$ cat src/hdl/spr_pkg.sv
`default_nettype none

package spr_pkg;

	// Default and fixed sizes.
	localparam int unsigned MAX_PATTERN_DEF = 8;
	localparam int unsigned REP_MAX         = 8;
	localparam int unsigned CFG_DATA_W      = 64;
	localparam int unsigned CFG_IDX_W       = 2;
	localparam int unsigned LEN_W           = 4;
	localparam int unsigned REP_IDX_W       = 3;

	// Configuration register indexes.
	typedef enum logic [CFG_IDX_W-1:0] {
		CFG_PATTERN_BYTES      = 2'd0,
		CFG_PATTERN_LENGTH     = 2'd1,
		CFG_REPLACEMENT_BYTES  = 2'd2,
		CFG_REPLACEMENT_LENGTH = 2'd3
	} cfg_reg_t;

	// Controller states.
	typedef enum logic [2:0] {
		ST_IDLE,
		ST_EVAL,
		ST_RELEASE,
		ST_REPL,
		ST_FLUSH,
		ST_MARK
	} state_t;

	// Source of the next output word.
	typedef enum logic [1:0] {
		EMIT_NONE,
		EMIT_HELD,
		EMIT_REP,
		EMIT_MARK
	} emit_sel_t;

	// Commands from the controller to the datapath.
	typedef struct packed {
		logic      append;
		emit_sel_t emit_sel;
		logic      emit_final;
		logic      clear_count;
		logic      rep_clear;
	} dp_cmd_t;

	// Status from the datapath to the controller.
	typedef struct packed {
		logic count_zero;
		logic count_one;
		logic prefix;
		logic full;
		logic item_last;
		logic rlen_zero;
		logic rep_last;
		logic out_free;
	} dp_status_t;

endpackage

`default_nettype wire

$ cat src/hdl/spr_if.sv
`default_nettype none

// Source byte channel.
interface spr_in_if;
	logic       valid;
	logic       ready;
	logic [7:0] in_byte;
	logic       in_last;

	modport source (output valid, output in_byte, output in_last, input ready);
	modport sink (input valid, input in_byte, input in_last, output ready);
endinterface

// Result channel.
interface spr_out_if;
	logic       valid;
	logic       ready;
	logic [7:0] out_byte;
	logic       byte_valid;
	logic       out_last;

	modport source (output valid, output out_byte, output byte_valid, output out_last,
		input ready);
	modport sink (input valid, input out_byte, input byte_valid, input out_last,
		output ready);
endinterface

`default_nettype wire

$ cat src/hdl/spr_datapath.sv
`default_nettype none

module spr_datapath #(
	parameter int unsigned MAX_PATTERN = spr_pkg::MAX_PATTERN_DEF
) (
	input  wire logic                           clk,
	input  wire logic                           arst_n,
	input  wire logic                           cfg_we,
	input  wire logic [spr_pkg::CFG_IDX_W-1:0]  cfg_index,
	input  wire logic [spr_pkg::CFG_DATA_W-1:0] cfg_wdata,
	input  wire logic [7:0]                     in_byte,
	input  wire logic                           in_last,
	input  wire logic                           out_ready,
	output logic                                out_valid,
	output logic [7:0]                          out_byte,
	output logic                                byte_valid,
	output logic                                out_last,
	input  wire spr_pkg::dp_cmd_t               cmd,
	output spr_pkg::dp_status_t                 sts
);

	localparam int unsigned CNT_W = $clog2(MAX_PATTERN + 1);
	localparam int unsigned IDX_W = (MAX_PATTERN > 1) ? $clog2(MAX_PATTERN) : 1;
	localparam int unsigned PAT_W = 8 * MAX_PATTERN;
	localparam int unsigned REP_W = 8 * spr_pkg::REP_MAX;

	logic [PAT_W-1:0]              pat_q;
	logic [spr_pkg::LEN_W-1:0]     pat_len_q;
	logic [REP_W-1:0]              rep_q;
	logic [spr_pkg::LEN_W-1:0]     rep_len_q;
	logic [7:0]                    held_q [MAX_PATTERN];
	logic [CNT_W-1:0]              cnt_q;
	logic                          last_q;
	logic [spr_pkg::REP_IDX_W-1:0] rep_idx_q;
	logic                          out_valid_q;
	logic [7:0]                    out_byte_q;
	logic                          byte_valid_q;
	logic                          out_last_q;

	logic [CNT_W-1:0]          plen;
	logic [spr_pkg::LEN_W-1:0] rlen;
	logic [MAX_PATTERN-1:0]    byte_ok;
	logic                      pat_write;
	logic                      emit_held;
	logic                      emit_rep;

	assign emit_held = (cmd.emit_sel == spr_pkg::EMIT_HELD);
	assign emit_rep  = (cmd.emit_sel == spr_pkg::EMIT_REP);
	assign pat_write = cfg_we &&
		((spr_pkg::cfg_reg_t'(cfg_index) == spr_pkg::CFG_PATTERN_BYTES) ||
		 (spr_pkg::cfg_reg_t'(cfg_index) == spr_pkg::CFG_PATTERN_LENGTH));

	// Configuration registers.
	always_ff @(posedge clk or negedge arst_n) begin
		if (!arst_n) begin
			pat_q     <= '0;
			pat_len_q <= spr_pkg::LEN_W'(1);
			rep_q     <= '0;
			rep_len_q <= '0;
		end else if (cfg_we) begin
			unique case (spr_pkg::cfg_reg_t'(cfg_index))
				spr_pkg::CFG_PATTERN_BYTES:      pat_q     <= cfg_wdata[PAT_W-1:0];
				spr_pkg::CFG_PATTERN_LENGTH:     pat_len_q <= cfg_wdata[spr_pkg::LEN_W-1:0];
				spr_pkg::CFG_REPLACEMENT_BYTES:  rep_q     <= cfg_wdata[REP_W-1:0];
				spr_pkg::CFG_REPLACEMENT_LENGTH: rep_len_q <= cfg_wdata[spr_pkg::LEN_W-1:0];
				default: ;
			endcase
		end
	end

	// Effective lengths: a zero pattern length counts as one, both saturate.
	always_comb begin
		if (pat_len_q == '0) begin
			plen = CNT_W'(1);
		end else if (pat_len_q > spr_pkg::LEN_W'(MAX_PATTERN)) begin
			plen = CNT_W'(MAX_PATTERN);
		end else begin
			plen = CNT_W'(pat_len_q);
		end
		if (rep_len_q > spr_pkg::LEN_W'(spr_pkg::REP_MAX)) begin
			rlen = spr_pkg::LEN_W'(spr_pkg::REP_MAX);
		end else begin
			rlen = rep_len_q;
		end
	end

	// Compare every held byte with its pattern byte in parallel.
	always_comb begin
		for (int i = 0; i < MAX_PATTERN; i++) begin
			byte_ok[i] = (CNT_W'(i) >= cnt_q) || (CNT_W'(i) >= plen) ||
				(held_q[i] == pat_q[8*i +: 8]);
		end
	end

	// Held bytes: append at the fill position, shift out at the front.
	always_ff @(posedge clk) begin
		if (cmd.append) begin
			held_q[cnt_q[IDX_W-1:0]] <= in_byte;
		end else if (emit_held) begin
			for (int i = 0; i < MAX_PATTERN - 1; i++) begin
				held_q[i] <= held_q[i+1];
			end
		end
	end

	// Fill count of the held bytes.
	always_ff @(posedge clk or negedge arst_n) begin
		if (!arst_n) begin
			cnt_q <= '0;
		end else begin
			priority if (pat_write || cmd.clear_count) begin
				cnt_q <= '0;
			end else if (cmd.append) begin
				cnt_q <= cnt_q + CNT_W'(1);
			end else if (emit_held) begin
				cnt_q <= cnt_q - CNT_W'(1);
			end
		end
	end

	// End mark of the word under work.
	always_ff @(posedge clk) begin
		if (cmd.append) begin
			last_q <= in_last;
		end
	end

	// Replacement byte index.
	always_ff @(posedge clk or negedge arst_n) begin
		if (!arst_n) begin
			rep_idx_q <= '0;
		end else if (cmd.rep_clear) begin
			rep_idx_q <= '0;
		end else if (emit_rep) begin
			rep_idx_q <= rep_idx_q + spr_pkg::REP_IDX_W'(1);
		end
	end

	// Output register: loads when empty or when its word is taken.
	always_ff @(posedge clk or negedge arst_n) begin
		if (!arst_n) begin
			out_valid_q <= 1'b0;
		end else if (cmd.emit_sel != spr_pkg::EMIT_NONE) begin
			out_valid_q <= 1'b1;
		end else if (out_ready) begin
			out_valid_q <= 1'b0;
		end
	end

	always_ff @(posedge clk) begin
		unique case (cmd.emit_sel)
			spr_pkg::EMIT_HELD: begin
				out_byte_q   <= held_q[0];
				byte_valid_q <= 1'b1;
				out_last_q   <= cmd.emit_final;
			end
			spr_pkg::EMIT_REP: begin
				out_byte_q   <= rep_q[{rep_idx_q, 3'b000} +: 8];
				byte_valid_q <= 1'b1;
				out_last_q   <= cmd.emit_final;
			end
			spr_pkg::EMIT_MARK: begin
				out_byte_q   <= '0;
				byte_valid_q <= 1'b0;
				out_last_q   <= cmd.emit_final;
			end
			default: ;
		endcase
	end

	assign out_valid  = out_valid_q;
	assign out_byte   = out_byte_q;
	assign byte_valid = byte_valid_q;
	assign out_last   = out_last_q;

	// Status toward the controller.
	always_comb begin
		sts.count_zero = (cnt_q == '0);
		sts.count_one  = (cnt_q == CNT_W'(1));
		sts.prefix     = &byte_ok;
		sts.full       = (cnt_q >= plen);
		sts.item_last  = last_q;
		sts.rlen_zero  = (rlen == '0);
		sts.rep_last   = (({1'b0, rep_idx_q} + spr_pkg::LEN_W'(1)) == rlen);
		sts.out_free   = !out_valid_q || out_ready;
	end

endmodule

`default_nettype wire

$ cat src/hdl/spr_ctrl.sv
`default_nettype none

module spr_ctrl (
	input  wire logic                clk,
	input  wire logic                arst_n,
	input  wire logic                in_valid,
	output logic                     in_ready,
	input  wire spr_pkg::dp_status_t sts,
	output spr_pkg::dp_cmd_t         cmd
);

	spr_pkg::state_t state_q;
	spr_pkg::state_t state_d;

	// State register.
	always_ff @(posedge clk or negedge arst_n) begin
		if (!arst_n) begin
			state_q <= spr_pkg::ST_IDLE;
		end else begin
			state_q <= state_d;
		end
	end

	// Next state.
	always_comb begin
		state_d = state_q;
		unique case (state_q)
			spr_pkg::ST_IDLE: begin
				if (in_valid) begin
					state_d = spr_pkg::ST_EVAL;
				end
			end
			spr_pkg::ST_EVAL: begin
				priority if (sts.count_zero) begin
					state_d = spr_pkg::ST_IDLE;
				end else if (!sts.prefix) begin
					state_d = spr_pkg::ST_RELEASE;
				end else if (sts.full && !sts.rlen_zero) begin
					state_d = spr_pkg::ST_REPL;
				end else if (sts.full) begin
					state_d = sts.item_last ? spr_pkg::ST_MARK : spr_pkg::ST_IDLE;
				end else begin
					state_d = sts.item_last ? spr_pkg::ST_FLUSH : spr_pkg::ST_IDLE;
				end
			end
			spr_pkg::ST_RELEASE: begin
				if (sts.out_free) begin
					state_d = spr_pkg::ST_EVAL;
				end
			end
			spr_pkg::ST_REPL: begin
				if (sts.out_free && sts.rep_last) begin
					state_d = spr_pkg::ST_IDLE;
				end
			end
			spr_pkg::ST_FLUSH: begin
				if (sts.out_free && sts.count_one) begin
					state_d = spr_pkg::ST_IDLE;
				end
			end
			spr_pkg::ST_MARK: begin
				if (sts.out_free) begin
					state_d = spr_pkg::ST_IDLE;
				end
			end
			default: state_d = spr_pkg::ST_IDLE;
		endcase
	end

	// Outputs: words go only to a free output register; bytes are taken in idle.
	always_comb begin
		in_ready = 1'b0;
		cmd      = '0;
		cmd.emit_sel = spr_pkg::EMIT_NONE;
		unique case (state_q)
			spr_pkg::ST_IDLE: begin
				in_ready   = 1'b1;
				cmd.append = in_valid;
			end
			spr_pkg::ST_EVAL: begin
				if (!sts.count_zero && sts.prefix && sts.full) begin
					cmd.clear_count = sts.rlen_zero;
					cmd.rep_clear   = !sts.rlen_zero;
				end
			end
			spr_pkg::ST_RELEASE: begin
				if (sts.out_free) begin
					cmd.emit_sel   = spr_pkg::EMIT_HELD;
					cmd.emit_final = sts.item_last && sts.count_one;
				end
			end
			spr_pkg::ST_REPL: begin
				if (sts.out_free) begin
					cmd.emit_sel    = spr_pkg::EMIT_REP;
					cmd.emit_final  = sts.item_last && sts.rep_last;
					cmd.clear_count = sts.rep_last;
				end
			end
			spr_pkg::ST_FLUSH: begin
				if (sts.out_free) begin
					cmd.emit_sel   = spr_pkg::EMIT_HELD;
					cmd.emit_final = sts.count_one;
				end
			end
			spr_pkg::ST_MARK: begin
				if (sts.out_free) begin
					cmd.emit_sel   = spr_pkg::EMIT_MARK;
					cmd.emit_final = 1'b1;
				end
			end
			default: ;
		endcase
	end

	// Between words the held bytes are always a proper prefix of the pattern.
	assert property (@(posedge clk) disable iff (!arst_n)
		(state_q == spr_pkg::ST_IDLE) |-> (sts.prefix && !sts.full))
		else $error("held bytes are not a proper pattern prefix while idle");

	// A word is emitted only into a free output register.
	assert property (@(posedge clk) disable iff (!arst_n)
		(cmd.emit_sel != spr_pkg::EMIT_NONE) |-> sts.out_free)
		else $error("word emitted into an occupied output register");

	// A bare end marker is given only when no held byte remains.
	assert property (@(posedge clk) disable iff (!arst_n)
		(cmd.emit_sel == spr_pkg::EMIT_MARK) |-> sts.count_zero)
		else $error("end marker emitted with held bytes left");

	// A final word ends the string and leaves no held byte behind.
	assert property (@(posedge clk) disable iff (!arst_n)
		((cmd.emit_sel != spr_pkg::EMIT_NONE) && cmd.emit_final) |=>
		sts.count_zero)
		else $error("held bytes left after a final word");

endmodule

`default_nettype wire

$ cat src/hdl/stream_pattern_replace.sv
`default_nettype none

// Channel   Dir   Handshake      Word
// feed      in    valid/ready    in_byte[7:0], in_last
// result    out   valid/ready    out_byte[7:0], byte_valid, out_last
// config    in    cfg_we         cfg_index[1:0], cfg_wdata[63:0]
//
// Each source byte is accepted into the held bytes, then compared.
// Each released byte is emitted, then the rest are compared again; replacement or
// flushed bytes follow; the single output register holds one word until taken.
// Reset clears the controller, the fill count and the configuration to defaults.
// A stalled result word holds the controller; no new byte is taken until the
// words of the current byte are all in the output register.

module stream_pattern_replace #(
	parameter int unsigned MAX_PATTERN = spr_pkg::MAX_PATTERN_DEF
) (
	input  wire logic                           clk,
	input  wire logic                           arst_n,
	input  wire logic                           cfg_we,
	input  wire logic [spr_pkg::CFG_IDX_W-1:0]  cfg_index,
	input  wire logic [spr_pkg::CFG_DATA_W-1:0] cfg_wdata,
	spr_in_if.sink                              feed,
	spr_out_if.source                           result
);

	spr_pkg::dp_cmd_t    cmd;
	spr_pkg::dp_status_t sts;

	// Sequencer for compare, release, replace, flush and end mark.
	spr_ctrl u_ctrl (
		.clk      (clk),
		.arst_n   (arst_n),
		.in_valid (feed.valid),
		.in_ready (feed.ready),
		.sts      (sts),
		.cmd      (cmd)
	);

	// Held bytes, configuration, comparators and output register.
	spr_datapath #(
		.MAX_PATTERN (MAX_PATTERN)
	) u_datapath (
		.clk        (clk),
		.arst_n     (arst_n),
		.cfg_we     (cfg_we),
		.cfg_index  (cfg_index),
		.cfg_wdata  (cfg_wdata),
		.in_byte    (feed.in_byte),
		.in_last    (feed.in_last),
		.out_ready  (result.ready),
		.out_valid  (result.valid),
		.out_byte   (result.out_byte),
		.byte_valid (result.byte_valid),
		.out_last   (result.out_last),
		.cmd        (cmd),
		.sts        (sts)
	);

endmodule

`default_nettype wire

$ cat src/flat_wrapper.sv
// flat-port wrapper written by rule: the top's interface ports become plain ports
module stream_pattern_replace_flat 
#(
	parameter int unsigned MAX_PATTERN = spr_pkg::MAX_PATTERN_DEF
)
  (clk, arst_n, cfg_we, cfg_index, cfg_wdata, feed_valid, feed_in_byte, feed_in_last, feed_ready, result_valid, result_out_byte, result_byte_valid, result_out_last, result_ready);
  spr_in_if feed_i ();
  spr_out_if result_i ();
  input  wire logic clk;
  input  wire logic arst_n;
  input  wire logic cfg_we;
  input  wire logic [spr_pkg::CFG_IDX_W-1:0] cfg_index;
  input  wire logic [spr_pkg::CFG_DATA_W-1:0] cfg_wdata;
  input wire logic [$bits(feed_i.valid)-1:0] feed_valid;
  input wire logic [$bits(feed_i.in_byte)-1:0] feed_in_byte;
  input wire logic [$bits(feed_i.in_last)-1:0] feed_in_last;
  output wire logic [$bits(feed_i.ready)-1:0] feed_ready;
  output wire logic [$bits(result_i.valid)-1:0] result_valid;
  output wire logic [$bits(result_i.out_byte)-1:0] result_out_byte;
  output wire logic [$bits(result_i.byte_valid)-1:0] result_byte_valid;
  output wire logic [$bits(result_i.out_last)-1:0] result_out_last;
  input wire logic [$bits(result_i.ready)-1:0] result_ready;
  assign feed_i.valid = feed_valid;
  assign feed_i.in_byte = feed_in_byte;
  assign feed_i.in_last = feed_in_last;
  assign feed_ready = feed_i.ready;
  assign result_valid = result_i.valid;
  assign result_out_byte = result_i.out_byte;
  assign result_byte_valid = result_i.byte_valid;
  assign result_out_last = result_i.out_last;
  assign result_i.ready = result_ready;
  stream_pattern_replace #(.MAX_PATTERN(MAX_PATTERN)) u_core (.clk(clk), .arst_n(arst_n), .cfg_we(cfg_we), .cfg_index(cfg_index), .cfg_wdata(cfg_wdata), .feed(feed_i), .result(result_i));
endmodule
$ cat config.mk
export PLATFORM = sky130hd
export DESIGN_NAME = stream_pattern_replace_flat
export DESIGN_NICKNAME = d
export VERILOG_FILES = /design/src/hdl/spr_pkg.sv /design/src/hdl/spr_if.sv /design/src/hdl/spr_datapath.sv /design/src/hdl/spr_ctrl.sv /design/src/hdl/stream_pattern_replace.sv /design/src/flat_wrapper.sv
export SDC_FILE = /design/constraint.sdc
export NUM_CORES = 1
export LEC_CHECK = 0
export BUFFER_PORTS_ARGS = -buffer_cell sky130_fd_sc_hd__buf_4
export CAP_MARGIN = 20
export CORE_ASPECT_RATIO = 0.6
export CORE_MARGIN = 5
export CORE_UTILIZATION = 25
export CTS_BUF_LIST = sky130_fd_sc_hd__clkbuf_4 sky130_fd_sc_hd__clkbuf_8
export DETAILED_ROUTE_END_ITERATION = 16
export PLACE_DENSITY = 0.38
export SYNTH_ARGS = -nofsm -noshare
export SYNTH_HDL_FRONTEND = slang
export SYNTH_HIERARCHICAL = 1
export SYNTH_SLANG_ARGS = --single-unit
$ cat constraint.sdc
create_clock -name clk -period 3.6 [get_ports clk]
set_input_delay 0.72 -clock clk [delete_from_list [all_inputs] [get_ports clk]]
set_output_delay 0.72 -clock clk [all_outputs]
set_load 0.05 [all_outputs]
==> results by stage, run 1 <==
Timing:
- Setup repair after global routing left no endpoint under its margin.
- The setup total negative slack is 0 ns.
- The clock arrives with 0.0478 ns of skew.
- The maximum frequency from static timing analysis is 330 MHz.
- In this run the tightest slew margin relative to its limit is 0.453.
- The final-report hold violation count is 0.
- The clock period minus final worst setup slack is 3.03 ns.
- The ratio of final minimum period to clock period is 0.842.
- For the pin with the worst max-slew slack, the measured transition is 0.799 ns.
- Setup violations remaining at the end of the flow were counted as 0.
- The final number of max-transition violations is 0.

Critical path:
- The worst register-to-register path has a depth of 10.
- The critical path goes through xor2_1 > nor4_1 > a21oi_1 > or4_1 > nor4_1 > buf_4 > nand4_1 > a21oi_1 > or2_2 > nor2_1.
- The highest fanout seen on the critical path is 4.
- STA classifies the critical path endpoint as a flip-flop.
- The critical path is of the reg2reg type.
- The internal reg-to-reg setup slack is 0.57 ns.
- The source of the critical timing path is u_core/u_datapath/held_q[7][1].
- At the worst endpoint, the arrival time is 3.48 ns.
- The endpoint identified for the worst register-to-register timing path is u_core/u_datapath/cnt_q[0].
- The combined buffer and inverter count along the critical path is 1.
- Following the worst setup path forward leads to its endpoint at u_core/u_datapath/cnt_q[0].
- The worst setup path is launched from a flip-flop.
- For this design, the slowest cell found on the critical path is nor4_1.
- The startpoint of the lowest-slack register-to-register path is u_core/u_datapath/held_q[7][1].
- For the worst setup path, the data required time is 4.05 ns.
- For this run, the slowest stage of the critical path takes 0.51 ns.
- The critical path's top delay family is simple AND/OR/NAND/NOR gates.
- The instance count on the critical path is 10.

GRT:
- For met3 alone, demand over resource in global routing was 0.0307.
- The number of global-route vias before repair is 6684.
- The global-route wire length before repair is 47600 um.
- The number of antenna violations at the first check in global routing was 0.
- In the global route stage, overall resource usage came out at 0.141.
- For this run the aggregate overflow at the end of global routing stands at 0.
- The global-route met2 utilization is 0.180.
- Entering global routing, the biggest net connects 73 pins.
- The most used routing layer in global routing is met1.
- For met1 alone, demand over resource in global routing was 0.236.

Power and ir drop:
- The switching share of power is 0.360.
- For this design the static power due to leakage is 5.23 nW.
- The power share of the clock group is 0.255.
- The worst ir drop on vdd is 0.287 mV.
- Summing internal, switching and leakage power gives 9.07 mW.
- The net switching power figure is 3.26 mW.
- The part of the total power dissipated in sequential elements is 0.431.
- The internal portion of total power is 5.81 mW.
- The total power density per cell area is 728 nW/um^2.
- Of the total power, combinational logic draws 0.314.

Run status:
- The run finished with clean final reports.

Clock network:
- TritonCTS built the clock tree.
- Clock-pin slew was measured on the worst setup and hold paths at 0.07 ns.
- In this run the post-CTS setup repair buffer count came out at 0.
- Clock latency on the worst-skew pair, taken at its later pin, is 0.56 ns.
- In this run, CTS created clock tree buffers numbering 38.
- The total clock sinks is 222.
- The clock tree synthesis step divided the H-tree into 2 levels.
- The count of instances resized after the clock tree is built is 0.
- The root cell of the clock tree is clkbuf_8.
- Counting along the longest clock path gives a buffer depth of 3.
- The number of hold-repair buffers added at the cts stage is 0.

Cells and area:
- The number of antenna diodes in the final layout is 0.
- The final layout contains 959 nets.
- Once layout is done, the placed cells without fillers occupy 12400 um^2.
- The fraction of final layout cells sized beyond drive strength 1 is 0.379.
- The synthesis-to-finish area growth is 20.3%.
- The non-filler instance count after layout is 1426.

Placement:
- The placement-stage cell area is 11700 um^2.
- The detailed placement HPWL is 23700 um.
- Including well taps, the total number of placed cells is 1361.
- The congestion estimate from routability-driven global placement came to 0.770.
- The count of buffers inserted at the top-level ports is 91.

Floorplanning:
- The die boundary height is 168 um.
- The region available for standard cell placement spans 40700 um^2.
- The count of boundary I/O pins is 92.
- In this run the core area contains 57 standard-cell rows.
- The initial utilization of the core area, before any placement, comes to 0.255.
- The floorplan step set the die width to 273 um.
- The die covers 45700 um^2.

Drt:
- The wire length after detailed routing is 32400 um.
- The routed length per placed instance is 22.7 um.
- In the routed layout, each cell is associated on average with a via count of 4.53.
- Before antenna repair, the detailed router went through 4 iterations.
- The DRC violation count after routing is 0.
- The number of design-rule violations left by the first detailed-router iteration is 464.
- The count of nets left with antenna violations after detail routing is 0.
- The overall via count from detail_route is 6464.

Logic synthesis:
- The post-synthesis cell area is 10300 um^2.
- The synthesized design contains 222 register bits.
- The most common flop cell mapped by yosys is dfrtp_1.
- The largest total area in the synthesized netlist belongs to dfrtp_1.
- The mean area per synthesized cell is 13.6 um^2.
- For this run, asynchronously set or reset flops after synthesis account for 0.662.
- Yosys instantiated no cell more often than dfrtp_1.
- Synthesis handed over a netlist of 762 instances.
- The share of Yosys cell area claimed by the top area cell type is 0.353.
- Sorting the synthesized cells by area gives the leading types as dfrtp_1, edfxtp_1, mux2_2, xor2_1, a21o_1.
- The number of distinct standard cells referenced by the synthesized netlist is 58.
- Sorting the synthesized cells by how often they occur yields dfrtp_1, mux2_2, edfxtp_1.
- Synthesis produced a netlist with a net count of 851.
- The yosys synthesis warning count is 6.
- The number of flops mapped to enable cells by yosys is 75.
- The sequential area share after synthesis is 0.573.

Flow run:
- Across the run, the number of max-cap violations was 0.

Hold path:
- The path class of the tightest hold or removal check is in2async.
## area by class of cell
cell class	count	area (um^2)
Timing Repair Buffer	116	912
Fill cell	4158	28200
Inverter	18	67.6
Tap cell	531	664
Sequential cell	222	5930
Multi-Input combinational cell	474	4130
Clock buffer	57	709
Clock inverter	8	36.3
## power groups by stage
| stage | Combinational, mW | Sequential, mW | Clock, mW |
|---|---|---|---|
| after floorplan | 1.85 | 3.82 | 0 |
| after global routing | 3.12 | 3.98 | 2.55 |
| after global placement | 2.89 | 3.96 | 0 |
| final | 2.85 | 3.91 | 2.31 |
| after CTS | 2.90 | 3.91 | 2.43 |
| after detailed placement | 2.88 | 3.95 | 0 |
## cell families after synthesis
group / Yosys count / share of synthesized area
buffers and inverters: 66 / 0.0295
AND/OR/NAND/NOR: 112 / 0.0603
AO/OA/AOI/OAI: 120 / 0.0826
flip-flops: 222 / 0.573
adder cells (fa/ha/maj): 9 / 0.0109
XOR/XNOR: 70 / 0.0592
multiplexers: 163 / 0.184
## state kept, by name (all words and copies together), names as in the netlist
| register | flops |
|---|---|
| u_core/u_datapath/pat_q | 64 |
| u_core/u_datapath/last_q | 1 |
| u_core/u_datapath/pat_len_q | 4 |
| u_core/u_datapath/cnt_q | 4 |
| u_core/u_datapath/out_byte | 8 |
| u_core/u_datapath/byte_valid | 1 |
| u_core/u_datapath/out_last | 1 |
| u_core/u_datapath/rep_idx_q | 3 |
| u_core/u_datapath/held_q | 64 |
| u_core/u_datapath/rep_len_q | 4 |
| u_core/u_datapath/out_valid | 1 |
| u_core/u_ctrl/state_q | 3 |
| u_core/u_datapath/rep_q | 64 |
## layer usage
layer  vias to the layer above  wire length [um]
li1                       2980                 -
met3                        39              1410
met5                         -                 0
met2                       149             12300
met4                         0               465
met1                      3296             18300
## layout by cell type, fill, tap and decap left out, drive strengths merged, types with 2 or more instances in the layout
master and n:
dfrtp 146, mux2 137, buf 116, edfxtp 75, a21o 57, clkbuf 57
xor2 51, o21ai 20, nor2 20, nand2 19, xnor2 19, inv 18
mux2i 18, nand3 14, a21oi 14, nor4 14, and2 10, ha 9
nand2b 8, mux4 8, o2111ai 8, nor2b 8, clkinv 8, nand4 5
nor3 4, o22ai 3, or2 3, or2b 3, a31oi 2, o31ai 2
a221oi 2, a211oi 2
## through the flow
step	worst slack (ns)	utilization	hold slack, ns
4_1_cts	0.578	0.306	0.126
3_3_place_gp	0.550	0.288	0.483
3_5_place_dp	0.550	0.288	0.488
6_report	0.570	0.306	0.133
5_1_grt	0.401	0.306	0.155
2_1_floorplan	0.349	-	0.424
## worst min-delay path by stage
stage | to | slack (ns) | cells past startpoint
6_report | u_core/u_datapath/rep_len_q[1] | 0.13 | 1
5_1_grt | u_core/u_datapath/rep_len_q[1] | 0.16 | 1
4_1_cts | u_core/u_datapath/rep_len_q[1] | 0.13 | 1
3_5_place_dp | u_core/u_datapath/rep_q[20] | 0.49 | 1
3_3_place_gp | u_core/u_datapath/rep_q[19] | 0.48 | 1
2_1_floorplan | u_core/u_ctrl/state_q[0] | 0.42 | 0
(Power assumes the default switching activity.)
==> run 2, diff against run 1 <==
--- a/config.mk
+++ b/config.mk
@@ -5,6 +5,7 @@
 export SDC_FILE = /design/constraint.sdc
 export NUM_CORES = 1
 export LEC_CHECK = 0
+export ABC_AREA = 1
 export BUFFER_PORTS_ARGS = -buffer_cell sky130_fd_sc_hd__buf_4
 export CAP_MARGIN = 20
 export CORE_ASPECT_RATIO = 0.6
==> constraint.sdc (replaced) <==
create_clock -name clk -period 3.1 [get_ports clk]
set_input_delay 0.62 -clock clk [delete_from_list [all_inputs] [get_ports clk]]
set_output_delay 0.62 -clock clk [all_outputs]
set_load 0.05 [all_outputs]
==> run 2 against run 1 <==
Net effect:
- setup slack improved by 0.069 ns
- largest power group unchanged
- maximum frequency increased by 23%
- global-route usage is 1.2 points higher
- register-to-register slack better by 0.07 ns
- die area up 1.3%
- highest routed layer unchanged
- utilization shrank 0.095 points
- cell count rose by 35%
- critical path type unchanged
- clock power increased by 23%
- sequential share of layout area shrank 1.0 points
- wire length is 9.0% higher
==> results by stage, run 2 <==
Run status:
- The flow ran to the end, and the final reports show no timing, DRC or antenna violations.

Cells and area:
- The count of nets after finishing is 1407.
- Counting the fill cells in the layout gives 4506.
- In the final layout, the registers with the most flip-flops are u_core/u_datapath/held_q (64), u_core/u_datapath/pat_q (64), u_core/u_datapath/rep_q (64).
- The final standard cell utilization of the core is 0.305.
- The area of all sequential standard cells is 5930 um^2.
- The most common cell after layout, fill and taps aside is nand2_1.
- For this run, the number of standard cells in the final layout without fillers is 1919.
- The area used by multi-input combinational logic is 3810 um^2.
- In the final layout, the share of cells above drive strength 1 is 0.156.
- From synthesis to final layout, the design area changed by 21.3%.
- The antenna cell count is 0.
- Leaving out fill and tap cells, the most frequent cells in the layout are nand2_1, o21ai_0, dfrtp_1, inv_1, buf_4.

Critical path:
- The endpoint required time on the critical path is 3.55 ns.
- In this run the worst path has a maximum fanout of 8.
- At the worst endpoint, the arrival time is 2.91 ns.
- The nature of the critical path endpoint is a flip-flop.
- STA classifies the critical path startpoint as a flip-flop.
- The setup path with the least slack is of type reg2reg.

Logic synthesis:
- The yosys synthesis warning count is 6.
- Sorting the synthesized cells by area gives the leading types as dfrtp_1, edfxtp_1, nand2_1, o21ai_0, inv_1.
- The synthesized netlist net count is 1295.
- The synthesized netlist occupies a cell area of 10500 um^2.
- The number of flops mapped to enable cells by yosys is 75.
- Synthesis instantiated 35 different standard cells from the library.
- The share of synthesized registers carrying an async set or reset is 0.662.
- In the synthesized netlist the dominant register cell turns out to be dfrtp_1.
- The flip-flop and latch count after synthesis is 222.
- The share of the Yosys chip area taken by registers is 0.566.
- By instance count, the leading cell after synthesis is nand2_1.
- After technology mapping, the gate count stands at 1206.
- dfrtp_1 takes more of the synthesized area than any other cell.
- After synthesis, the most frequently instantiated cells are nand2_1, o21ai_0, dfrtp_1.
- Dividing the synthesized area by the synthesized cell count gives 8.70 um^2.
- Of the post-synthesis cell area, the dominant cell type holds 0.348.

Floorplanning:
- The die width is 274 um.
- After floorplanning, the core was divided into 58 placement rows.
- The floorplan die area is 46300 um^2.
- The starting density of the core is 0.252.
- The count of boundary I/O pins is 92.
- The core area is 41700 um^2.
- The die is 169 um tall.

Clock network:
- The number of buffers inserted during clock tree synthesis is 39.
- Clock-pin slew was measured on the worst setup and hold paths at 0.07 ns.
- The clock tree synthesis step divided the H-tree into 2 levels.
- The longest clock path from root to sink contains 3 buffers.
- For this design, the sink count on the clock tree is 222.
- The tree is rooted in a clkbuf_8.
- The clock reaches the later pin of the worst-skew pair after 0.56 ns.
- The count of instances resized after the clock tree is built is 0.
- The clock tree from TritonCTS is built.

Power and ir drop:
- For this design the static power due to leakage is 5.88 nW.
- The switching share of power is 0.402.
- The total design power is 11.0 mW.
- The power share of the clock group is 0.257.
- For this design the total switching power over the nets is 4.42 mW.
- Power spread over the standard cell area amounts to 866 nW/um^2.
- Internal power comes to 6.59 mW.
- The worst-case IR drop observed on VDD is 0.267 mV.
- Of the total power, registers draw 0.407.
- The combinational share of power is 0.337.

Timing:
- Static timing analysis puts the maximum clock frequency at 406 MHz.
- The final number of max-transition violations is 0.
- Hold timing on the final database bottoms out at a slack of 0.276 ns.
- Setup violations remaining at the end of the flow were counted as 0.
- Setup repair after global routing left no endpoint under its margin.
- Adding up every negative setup slack in the final design gives 0 ns.
- The clock period minus final worst setup slack is 2.46 ns.
- For the final database, setup skew stands at 0.0232 ns.
- The normalized max-slew margin is 0.512.
- The final-report hold violation count is 0.
- The ratio of final minimum period to clock period is 0.794.
- At the pin with the least slew margin, the transition time is 0.731 ns.

Drt:
- The number of detailed-route iterations in the first pass is 5.
- In the routed design, unresolved DRC markers number 0.
- The detailed router finished its first iteration with 723 violations.
- The routed length per placed instance is 18.4 um.
- The overall via count from detail_route is 8417.
- In this run the remaining antenna-violating nets after routing total 0.
- The wire length after detailed routing is 35300 um.
- The via density per instance is 4.39.

Placement:
- The count of placed standard cells including taps is 1845.
- Port buffering added 91 buffers.
- The detailed placement HPWL is 26600 um.
- The routability congestion estimate from global placement is 0.846.

Flow run:
- The reported max-cap violation count is 0.

GRT:
- Entering global routing, the biggest net connects 72 pins.
- The global-route wire length before repair is 53000 um.
- The overflow left after global routing is 0.
- The number of global-route vias before repair was 8265.
- Across every metal layer, demand over resource in global routing totals 0.153.
- The number of antenna violations at the first check in global routing is 1.

Hold path:
- The class of the tightest hold or removal check is in2reg.
==> run 2: changes by cell type after synthesis, moves of 11 or more <==
cell	delta
a21o_1	-56
a21oi_1	+18
inv_1	+110
mux2_2	-136
mux2i_1	-18
nand2_1	+381
nor2_1	+32
nor4_1	-11
o21ai_0	+147
o21ai_1	+22
xnor2_1	+32
xor2_1	-50
==> run 2: final timing paths <==
check	start	to	slack [ns]	cells after the start
worst max-delay path	u_core/u_datapath/pat_len_q[3]	u_core/u_datapath/cnt_q[1]	0.64	15
worst min-delay path	feed_in_last	u_core/u_datapath/last_q	0.28	1
worst max register to register	u_core/u_datapath/pat_len_q[3]	u_core/u_datapath/cnt_q[1]	0.64	15
worst min register to register	u_core/u_datapath/rep_q[8]	u_core/u_datapath/rep_q[8]	0.48	2
max in group asynchronous	arst_n	u_core/u_datapath/rep_q[22]	1.96	3
min in group asynchronous	arst_n	u_core/u_datapath/pat_q[58]	0.48	2
==> run 2: per-stage QoR <==
step	instance area, um^2	setup WS, ns
3_3_place_gp	11900	0.323
2_1_floorplan	10500	0.506
6_report	12700	0.639
3_5_place_dp	11900	0.345
4_1_cts	12700	0.454
5_1_grt	12700	0.474
==> run 2: final cells by class <==
type | instances | area share
flip-flops and latches | 222 | 0.466
multi-input cells | 797 | 0.300
repair buffers | 121 | 0.0735
clock buffers | 59 | 0.0584
well taps | 570 | 0.0561
inverters | 137 | 0.0406
clock inverters | 13 | 0.00482
==> run 2: cells by family after synthesis <==
kind of cell / after synthesis / share of synthesized area
adder cells (fa/ha/maj): 9 / 0.0107
buffers and inverters: 187 / 0.0729
AND/OR/NAND/NOR: 493 / 0.186
AO/OA/AOI/OAI: 243 / 0.121
flip-flops: 222 / 0.566
XOR/XNOR: 52 / 0.0434
==> run 2: timing repair <==
item / CTS / global route
buffers inserted: 0 / 0
hold buffers: 1 / 0
hold endpoints to repair: 15 / 0
==> run 2: worst max-delay path: stages, from the launching register on <==
cell      delay [ns]
dfrtp_1         0.50
inv_2           0.08
nand2_1         0.13
nand2_1         0.09
o21ai_0         0.12
ha_1            0.20
nor2_1          0.05
o211ai_1        0.14
nand3_1         0.15
nand2_1         0.09
inv_1           0.06
nand2_2         0.08
o21ai_2         0.05
a21oi_1         0.24
o21ai_0         0.14
a221oi_1        0.24
==> run 2: power groups by stage <==
stage	clock network, mW	logic (mW)	registers (mW)
after global placement	0	3.69	4.54
after global routing	3.07	4.14	4.55
after CTS	2.95	3.70	4.48
after detailed placement	0	3.69	4.53
after floorplan	0	2.29	4.42
final	2.83	3.71	4.48
==> run 2: per-layer routing <==
layer  share of wire  track usage  vias to the layer above  routed length (um)
met5               0            0                        -                   0
met4           0.010       0.0265                        0                 362
met3           0.056       0.0337                       33                1990
met2            0.40        0.208                      209               14000
met1            0.54        0.247                     4067               18900
li1                -            -                     4108                   -
==> run 3, diff against run 2 <==
==> constraint.sdc (replaced) <==
create_clock -name clk -period 2.3 [get_ports clk]
set_input_delay 0.46 -clock clk [delete_from_list [all_inputs] [get_ports clk]]
set_output_delay 0.46 -clock clk [all_outputs]
set_load 0.05 [all_outputs]
==> run 3 against run 2 <==
Net effect:
- clock power increased by 37%
- total power rose by 40%
- non-clock buffer count up 39
- sequential cell count unchanged
- via count shrank 1.0%
- first-iteration DRC count decreased by 20%
- clock skew grew 0.0095 ns
- register-to-register slack lost 0.49 ns
- wire length fell by 2.2%
- largest cell class unchanged
- largest power group unchanged
==> results by stage, run 3 (synthesized netlist as in run 2, its figures left out) <==
Drt:
- Detailed routing inserted a total of 8330 vias.
- The number of design-rule violations left by the first detailed-router iteration is 577.
- The count of nets left with antenna violations after detail routing is 0.
- The via density per instance is 4.26.
- After detailed routing, the total wire length is 34600 um.
- The number of detailed-route iterations in the first pass is 5.
- The DRC violation count after routing is 0.
- In the final routed layout, each cell accounts on average for 17.7 um.

Power and ir drop:
- The leakage component of the power is 6.12 nW.
- The worst ir drop on vdd is 0.407 mV.
- The total design power is 15.4 mW.
- The total power density per cell area is 1160 nW/um^2.

Floorplanning:
- The die is 169 um tall.
- In this run the core area contains 58 standard-cell rows.
- In this run the count of I/O pins placed on the die edge is 92.
- The floorplan step set the die width to 274 um.
- The floorplan die area is 46300 um^2.
- For this configuration, the core starts out at a cell density of 0.252.
- The core region is 41700 um^2.

Timing:
- Setup violations remaining at the end of the flow were counted as 0.
- Measured against its own limit, the worst slew margin works out to 0.627.
- The final-report hold violation count is 0.
- The actual transition at the worst max-transition pin is 0.560 ns.
- After routing, the total negative slack on setup checks comes to 0 ns.
- The maximum frequency from static timing analysis is 466 MHz.
- The clock arrives with 0.0327 ns of skew.
- The worst path needs 2.15 ns of the cycle, external delays included.
- The final number of max-transition violations is 0.
- The ratio of final minimum period to clock period is 0.933.

Clock network:
- The clock transition at the register clock pins on the worst setup and hold paths after CTS is 0.07 ns.
- TritonCTS built the clock tree.
- Clock tree synthesis inserted a total of 38 buffers.
- The total clock sinks is 222.
- The H-tree generated during clock tree synthesis spans 2 levels.
- No sink is reached through more buffers than the 3 on the longest clock path.
- The clock latency at the later pin of the worst-skew pair is 0.56 ns.
- The tree is rooted in a clkbuf_8.

GRT:
- After global routing the overflow that remains totals 0.
- The maximum number of pins on one net before global-route repair is 129.
- The first global-routing pass estimated 52500 um of wire.
- The total global-route track usage is 0.150.
- The number of global-route vias before repair is 8397.
- The number of antenna violations at the first check in global routing is 0.

Flow run:
- The reported max-cap violation count is 0.

Cells and area:
- The largest registers in the layout are u_core/u_datapath/held_q (64), u_core/u_datapath/pat_q (64), u_core/u_datapath/rep_q (64).
- The count of nets after finishing is 1445.
- The antenna cell count is 0.
- Compared with the post-synthesis result, the final layout area differs by 26.0%.
- The library cell used most frequently in the layout, excluding fill and tap cells, is nand2_1.
- The library cells used most frequently in the layout, excluding fill and tap cells, are nand2_1, o21ai_0, buf_4, dfrtp_1, inv_1.
- Summing all non-filler instances in the final layout gives an area of 13200 um^2.
- Once layout is complete, the utilization of the core stands at 0.317.
- The fraction of final layout cells sized beyond drive strength 1 is 0.196.

Critical path:
- In this design, the largest share of critical-path delay is due to compound AO/OA/AOI/OAI gates.
- The startpoint of the lowest-slack register-to-register path is u_core/u_datapath/cnt_q[0].
- The signal on the critical path passes through inv_4 > ha_1 > nor2_2 > o22ai_2 > inv_1 > nand2_1 > nand2_1 > inv_1 > nand2_2 > nor2_4 > nand2_1 > inv_2 > nand2_2 > o21ai_2 > a21oi_2 > buf_4 > o21ai_0 > a21oi_1.
- The startpoint type of the worst setup path is a flip-flop.
- STA puts the critical path data arrival time at 2.56 ns.
- The end of the worst register-to-register path is u_core/u_datapath/cnt_q[2].
- The library cell contributing the largest single delay on the critical path is dfrtp_2.
- The combined buffer and inverter count along the critical path is 5.
- For this run, the slowest stage of the critical path takes 0.46 ns.
- The library cell appearing most often on the critical path is nand2_1.
- In this run the worst path has a maximum fanout of 4.
- Across all register-to-register paths, the minimum setup slack is 0.15 ns.
- The startpoint-to-endpoint class of the critical path is reg2reg.
- Measured in cells, the most critical reg-to-reg path has a length of 18.
- For the worst setup path, the data required time is 2.72 ns.
- STA classifies the critical path endpoint as a flip-flop.

Hold path:
- The worst hold path terminates at u_core/u_datapath/last_q.
- The worst hold path begins at feed_in_last.
- The worst hold path belongs to the class in2reg.
- Counting instances, the worst hold path has a depth of 1.

Placement:
- The detailed placement HPWL is 25600 um.
- At the end of routability-driven placement, the weighted congestion stood at 0.843.
- Input and output buffers added on the ports amount to 91.
- In this run the cell area measured after placement is 12300 um^2.

Run status:
- The run finished with clean final reports.
## run 3: cell type report
type	count	area [um^2]
Clock buffer	57	691
Multi-Input combinational cell	797	3910
Timing Repair Buffer	160	1350
Fill cell	4488	28400
Clock inverter	12	108
Inverter	137	519
Tap cell	570	713
Sequential cell	222	5940
## run 3: worst max path at each step
stage                                                end  depth (start not counted)  slack (ns)                         from
after floorplan           u_core/u_datapath/held_q[2][0]                          7       -0.03  u_core/u_datapath/out_valid
after global placement        u_core/u_datapath/cnt_q[2]                         18       -0.02   u_core/u_datapath/cnt_q[0]
after detailed placement      u_core/u_datapath/cnt_q[2]                         18       0.007   u_core/u_datapath/cnt_q[0]
after CTS                     u_core/u_datapath/cnt_q[2]                         18      0.0003   u_core/u_datapath/cnt_q[1]
after global routing      u_core/u_datapath/held_q[5][5]                          9     -0.0003     u_core/u_ctrl/state_q[0]
final                         u_core/u_datapath/cnt_q[2]                         18        0.15   u_core/u_datapath/cnt_q[0]
## run 3: what timing repair did
| item | 4_1_cts | 5_1_grt |
|---|---|---|
| pin swaps | 0 | 3 |
| hold buffers | 1 | 0 |
| gates resized for setup | 1 | 27 |
| buffers inserted | 1 | 5 |
| endpoints found under the setup margin | 4 | 63 |
| endpoints found under the hold margin | 30 | 0 |
## run 3: per-stage QoR
step	instances	worst slack (ns)	hold WS (ns)
after detailed placement	1879	0.00689	0.404
final	1955	0.153	0.117
after global routing	1955	-0.000338	0.0831
after floorplan	1206	-0.0274	0.164
after CTS	1950	0.000339	0.0804
after global placement	1879	-0.0194	0.404
## run 3: power by group
part           switching, mW  total, mW  internal (mW)
clock                   1.72       3.87           2.15
sequential             0.695       5.89           5.19
combinational           3.52       5.62           2.10
total                   5.93       15.4           9.45
## run 3: per-layer routing
layer	track usage	part of all wire	routed length, um	vias up
li1	-	-	-	4180
met1	0.234	0.53	18400	3980
met2	0.214	0.41	14100	139
met3	0.0313	0.047	1630	31
met4	0.0265	0.010	357	0
met5	0	0	0	-
